==> config.mk <==
export PLATFORM = sky130hd
export DESIGN_NAME = psq_back
export DESIGN_NICKNAME = d
export VERILOG_FILES = /design/src/sv/psq_pkg.sv /design/src/sv/psq_back.sv
export SDC_FILE = /design/constraint.sdc
export NUM_CORES = 2
export LEC_CHECK = 0
export ABC_CLOCK_PERIOD_IN_PS = 13800
export BUFFER_PORTS_ARGS = -buffer_cell sky130_fd_sc_hd__buf_2
export CAP_MARGIN = 20
export CORE_MARGIN = 2
export CORE_UTILIZATION = 29
export DETAILED_ROUTE_END_ITERATION = 10
export PLACE_DENSITY_LB_ADDON = 0.08
export SLEW_MARGIN = 20
export SYNTH_ARGS = -nofsm -noshare
export SYNTH_HDL_FRONTEND = slang
export SYNTH_SLANG_ARGS = --single-unit
==> constraint.sdc <==
create_clock -name clock -period 13.8 [get_ports clock]
set_clock_uncertainty 0.1 [all_clocks]
set_input_delay 1.38 -clock clock [delete_from_list [all_inputs] [get_ports clock]]
set_output_delay 1.38 -clock clock [all_outputs]
set_load 0.02 [all_outputs]
==> src/sv/psq_pkg.sv <==
`timescale 1ns / 1ps
// shared types and constants for the particle sprite quad expander
// no dependencies

package psq_pkg;

   localparam int QUO_W   = 32;
   localparam int NUMH_W  = 49;
   localparam int DENH_W  = 17;
   localparam int NUMF_W  = 31;
   localparam int DENF_W  = 16;
   localparam int DSHH_W  = DENH_W + QUO_W;
   localparam int DSHF_W  = DENF_W + QUO_W;

   localparam logic [1:0] CSR_NEW_PHASE = 2'd0;
   localparam logic [1:0] CSR_OLD_PHASE = 2'd1;
   localparam logic [1:0] CSR_DARKEN    = 2'd2;

   localparam logic [14:0] NEW_PHASE_RST = 15'd26214;
   localparam logic [15:0] OLD_PHASE_RST = 16'd6554;
   localparam logic [15:0] DARKEN_RST    = 16'd0;

   localparam logic [15:0] ONE_Q15  = 16'h8000;
   localparam logic [14:0] QUARTER  = 15'd16384;
   localparam logic [15:0] SIN_A    = 16'd51472;
   localparam logic [14:0] SIN_B    = 15'd21024;
   localparam logic [11:0] SIN_C    = 12'd2320;

   typedef struct packed {
      logic [14:0] tn;
      logic [15:0] to;
      logic [15:0] dk;
   } csr_type;

   typedef struct packed {
      logic signed [31:0] pos_x;
      logic signed [31:0] pos_y;
      logic signed [16:0] sin_v;
      logic signed [16:0] cos_v;
      logic [15:0]        fa_add;
   } side_type;

   typedef struct packed {
      logic              valid;
      logic              neg_h;
      logic [NUMH_W-1:0] rem_h;
      logic [DENH_W-1:0] den_h;
      logic [QUO_W-1:0]  q_h;
      logic [NUMF_W-1:0] rem_f;
      logic [DENF_W-1:0] den_f;
      logic [QUO_W-1:0]  q_f;
      side_type          side;
   } div_stage_type;

endpackage

==> src/sv/psq_back.sv <==
`timescale 1ns / 1ps
// back pipeline: rotation products, corner sums with saturation, corner sequencer
// depends on psq_pkg

module psq_back import psq_pkg::*; (
   input  logic          clock,
   input  logic          reset,
   input  div_stage_type din,
   input  logic [15:0]   dk,
   output logic          en,
   input  logic          rsp_tready,
   output logic          rsp_tvalid,
   output logic [103:0]  rsp_tdata,
   output logic          rsp_tlast
);

   function automatic logic [31:0] sat32(input logic signed [36:0] v);
      if (v > 37'sd2147483647) begin
         return 32'h7fffffff;
      end else if (v < -37'sd2147483648) begin
         return 32'h80000000;
      end else begin
         return v[31:0];
      end
   endfunction

   // stage b1
   logic signed [32:0] half_c;
   logic [17:0]        fsum_c;
   logic [15:0]        fa_c, dkc_c;
   logic signed [17:0] cms_c, cps_c;

   always_comb begin
      half_c = din.neg_h ? ~$signed({1'b0, din.q_h}) : $signed({1'b0, din.q_h});
      fsum_c = {1'b0, din.q_f[16:0]} + {2'b0, din.side.fa_add};
      fa_c   = (fsum_c > {2'b0, ONE_Q15}) ? ONE_Q15 : fsum_c[15:0];
      dkc_c  = (dk > ONE_Q15) ? ONE_Q15 : dk;
      cms_c  = {din.side.cos_v[16], din.side.cos_v} - {din.side.sin_v[16], din.side.sin_v};
      cps_c  = {din.side.cos_v[16], din.side.cos_v} + {din.side.sin_v[16], din.side.sin_v};
   end

   logic               v1_ff;
   logic signed [31:0] px1_ff, py1_ff;
   logic [15:0]        fa1_ff;
   logic [31:0]        dap1_ff;
   logic signed [50:0] pp1_ff, qp1_ff;

   always_ff @(posedge clock) begin
      if (reset) begin
         v1_ff <= 1'b0;
      end else if (en) begin
         v1_ff <= din.valid;
      end
      if (en) begin
         px1_ff  <= din.side.pos_x;
         py1_ff  <= din.side.pos_y;
         fa1_ff  <= fa_c;
         dap1_ff <= fa_c * dkc_c;
         pp1_ff  <= half_c * cms_c;
         qp1_ff  <= half_c * cps_c;
      end
   end

   // stage b2
   logic               v2_ff;
   logic signed [31:0] px2_ff, py2_ff;
   logic [15:0]        fa2_ff, da2_ff;
   logic signed [35:0] pp2_ff, qq2_ff;

   always_ff @(posedge clock) begin
      if (reset) begin
         v2_ff <= 1'b0;
      end else if (en) begin
         v2_ff <= v1_ff;
      end
      if (en) begin
         px2_ff <= px1_ff;
         py2_ff <= py1_ff;
         fa2_ff <= fa1_ff;
         da2_ff <= dap1_ff[30:15];
         pp2_ff <= pp1_ff[50:15];
         qq2_ff <= qp1_ff[50:15];
      end
   end

   // stage b3: hold register for the four corners
   logic signed [36:0] pxe_c, pye_c, ppe_c, qqe_c;
   logic [31:0]        cx_in [0:3];
   logic [31:0]        cy_in [0:3];

   always_comb begin
      pxe_c    = {{5{px2_ff[31]}}, px2_ff};
      pye_c    = {{5{py2_ff[31]}}, py2_ff};
      ppe_c    = {pp2_ff[35], pp2_ff};
      qqe_c    = {qq2_ff[35], qq2_ff};
      cx_in[0] = sat32(pxe_c - qqe_c);
      cy_in[0] = sat32(pye_c - ppe_c);
      cx_in[1] = sat32(pxe_c - ppe_c);
      cy_in[1] = sat32(pye_c + qqe_c);
      cx_in[2] = sat32(pxe_c + qqe_c);
      cy_in[2] = sat32(pye_c + ppe_c);
      cx_in[3] = sat32(pxe_c + ppe_c);
      cy_in[3] = sat32(pye_c - qqe_c);
   end

   logic        hold_v_ff;
   logic [1:0]  k_ff;
   logic [31:0] cx_ff [0:3];
   logic [31:0] cy_ff [0:3];
   logic [15:0] fa3_ff, da3_ff;

   assign en = !hold_v_ff || (rsp_tready && (k_ff == 2'd3));

   always_ff @(posedge clock) begin
      if (reset) begin
         hold_v_ff <= 1'b0;
         k_ff      <= 2'd0;
      end else begin
         if (en) begin
            hold_v_ff <= v2_ff;
         end
         if (hold_v_ff && rsp_tready) begin
            k_ff <= k_ff + 2'd1;
         end
      end
      if (en) begin
         cx_ff  <= cx_in;
         cy_ff  <= cy_in;
         fa3_ff <= fa2_ff;
         da3_ff <= da2_ff;
      end
   end

   assign rsp_tvalid = hold_v_ff;
   assign rsp_tlast  = (k_ff == 2'd3);
   assign rsp_tdata  = {4'd0, da3_ff, fa3_ff, k_ff[0] ^ k_ff[1], k_ff[1], k_ff,
                        cy_ff[k_ff], cx_ff[k_ff]};

endmodule

==> metrics.md <==
| Metric | Value |
|---|---|
| Status | `finished, violations left` |
| Failing checks | `design-rule violations` |
| Syn. warnings | `0` |
| CP Class | `in2reg` |
| Chip height | `547.2 um` |
| Most frequent cells in the layout | `inv_1, fa_1, nand2_1` |
| Setup Buffers After CTS | `0` |
| # port buffers | `286` |
| Crit start category | `primary input` |
| Worst Hold Class | `reg2reg` |
| Worst r2r dst | `cx_ff[101]$_SDFFCE_PN1P_` |
| Min Tclk post-route | `11.74 ns` |
| Crit. End Element | `flip-flop` |
| Core ar. | `293800 um^2` |
| Required time of the critical path | `14.11 ns` |
| Crit Path Max Fanout | `8` |
| Setup_tns | `0 ns` |
| CTS max path bufs | `3` |
| Yosys reg bits | `629` |
| CTS resizes | `0` |
| Unique cell type count in the Yosys netlist | `110` |
| Die X | `547.2 um` |
| Total congestion overflow | `0` |
| Hpwl dp | `231700 um` |
| Count of final setup violators | `0` |
| Reg2reg setup slack | `7.36 ns` |
| Mapped cell area | `85560 um^2` |
| Worst slew pin tran | `1.092 ns` |
| Ports | `419` |
| Fmax achieved | `85.20 MHz` |
| Final period util | `85.05%` |
| Pre-antenna DRT Iters | `8` |
| CP max-delay cell | `a21oi_1` |
| Via Count | `61630` |
| Starting Density | `29.12%` |
| CTS root buffer | `clkbuf_16` |
| CP Launch Point | `din[16]` |
| Worst-path clk slew | `0.06 ns` |
| Most common flop cell mapped by yosys | `edfxtp_1` |
| Aggregate global-route resource usage | `19.00%` |
| CTS tree | `done` |
| Placer Congestion | `0.8705` |
| Area Growth Syn to Fin | `10.59%` |
| Unrepaired setup endpoints after global routing | `no` |
| Post-Route WL | `284800 um` |
| Max stage delay on crit path | `0.58 ns` |
| Pins Over Slew Limit | `0` |
| Share of cells above drive strength 1 | `8.637%` |
| DRT antenna net count | `0` |
| Commonest non-fill, non-tap cell in the layout | `inv_1` |
| Final #Nets | `11310` |
| MaxCap Viol Count | `0` |
| Drt via density | `4.753` |
| Reg-to-Reg Start | `qq2_ff[9]$_DFFE_PP_` |
| First-pass GRT wire length | `427200 um` |
| Largest net degree at the start of global routing | `81` |
| Detailed-route wire length per cell | `21.96 um` |
| Sequential fraction of the synthesis area | `22.02%` |
| FFs w/ async S/R, synth | `0%` |
| Setup crit end | `pp1_ff[50]$_DFFE_PP_` |
| Syn Area/Cell | `9.660 um^2` |
| Synthesized instance count | `8857` |
| Die area | `299400 um^2` |
| TritonCTS Buffers | `75` |
| FF-to-FF path depth | `14` |
| Antenna violations before repair | `27` |
| Worst relative slew slack | `26.82%` |
| Worst EP arrival | `12.04 ns` |
| Iter 0 DRT Violations | `3852` |
| H-tree level count | `3` |
| FP Rows | `199` |
| Post-CTS Hold Buffers | `0` |
| Drt drc | `52` |
| Final hold viol count | `0` |
| EDFF count, synth | `624` |
| Clock Latency Late Sink | `0.69 ns` |
| Vias in the first global route | `65760` |
| Total clock sinks | `629` |
==> synth_stat cells, types with 34 or more instances <==
library cell  instances  share of area (%)
nor3_1               81               0.47
inv_1              1670                7.3
fa_1               1339                 31
o31ai_1              34               0.30
o21a_1               39               0.34
nand2b_1            109               0.80
o21ai_1              65               0.38
a21o_1              110               0.97
o21ai_0             304                1.8
clkbuf_1            321                1.4
a21oi_1             360                2.1
xor2_1              119                1.2
and2_1               56               0.41
o21bai_1             91               0.80
xnor2_1             331                3.4
mux4_2               64                1.7
ha_1                672                9.8
nand2_1             991                4.3
nand3_1              47               0.27
edfxtp_1            624                 22
nor2_1              840                3.7
nor2b_1              58               0.42
==> stage by stage <==
stage | instances | setup WS [ns] | hold slack (ns) | cell area, um^2 | util, %
4_1_cts | 12960 | 1.966 | 0.3054 | 94580 | 32.19
2_1_floorplan | 8860 | 1.621 | 0.3003 | 85570 | -
6_report | 12970 | 2.063 | 0.3040 | 94620 | 32.20
3_3_place_gp | 12820 | 1.263 | 0.3003 | 92070 | 31.34
3_5_place_dp | 12830 | 1.271 | 0.3045 | 92100 | 31.35
5_1_grt | 12960 | 1.308 | 0.3116 | 94600 | 32.20
==> worst max-delay path: cells and delay by family <==
kind                     cells  cell delay, ns
XOR/XNOR                     2            0.56
adder cells (fa/ha/maj)      9            3.89
AO/OA/AOI/OAI               21            5.32
AND/OR/NAND/NOR              2            0.21
buffers and inverters        7            0.66
==> layer usage <==
layer  track usage [%]  wire [um]
met5                 0         27
met4             3.015       4226
met3             1.921      11040
met2             29.88     126700
met1             28.52     142800
==> cells by family (layout without fill, tap and decap cells) <==
logic type	after synthesis	count (layout)	synth area share, %
flops	629	629	22.02
buf+inv	2082	2265	9.364
compound gates	1261	1261	9.320
fa+ha+maj	2011	2011	41.16
simple gates	2351	2351	11.75
mux	72	72	1.781
other cells	1	10	0.004383
xor+xnor	450	450	4.607
==> final cells by class <==
| type | instances | area [um^2] |
|---|---|---|
| diodes | 6 | 15.01 |
| clock buffers | 91 | 1979 |
| clock inverters | 45 | 496.7 |
| fillers | 30670 | 199200 |
| inverters | 1693 | 6359 |
| multi-input cells | 6149 | 59460 |
| flip-flops and latches | 629 | 18850 |
| well taps | 3919 | 4903 |
| repair buffers | 436 | 2561 |
==> worst min-delay path by stage <==
stage                                startpoint                   end  slack (ns)  cells past startpoint
after floorplan           dap1_ff[15]$_DFFE_PP_   da2_ff[0]$_DFFE_PP_        0.30                      0
after global placement      fa1_ff[4]$_DFFE_PP_   fa2_ff[4]$_DFFE_PP_        0.30                      0
after detailed placement  dap1_ff[17]$_DFFE_PP_   da2_ff[2]$_DFFE_PP_        0.30                      0
after CTS                  px1_ff[21]$_DFFE_PP_  px2_ff[21]$_DFFE_PP_        0.31                      0
after global routing       px1_ff[21]$_DFFE_PP_  px2_ff[21]$_DFFE_PP_        0.31                      0
final                      px1_ff[21]$_DFFE_PP_  px2_ff[21]$_DFFE_PP_        0.30                      0
==> registers in the layout, indices dropped and copies added, names as in the netlist, 32 cells and up <==
signal / count
pp1_ff: 36
px2_ff: 32
py2_ff: 32
py1_ff: 32
px1_ff: 32
cy_ff: 128
cx_ff: 128
qp1_ff: 36
qq2_ff: 36
pp2_ff: 36
Power is left out: the tool's default activity adds up to more than one toggle a clock period on the data nets, which glitch-free logic cannot reach.
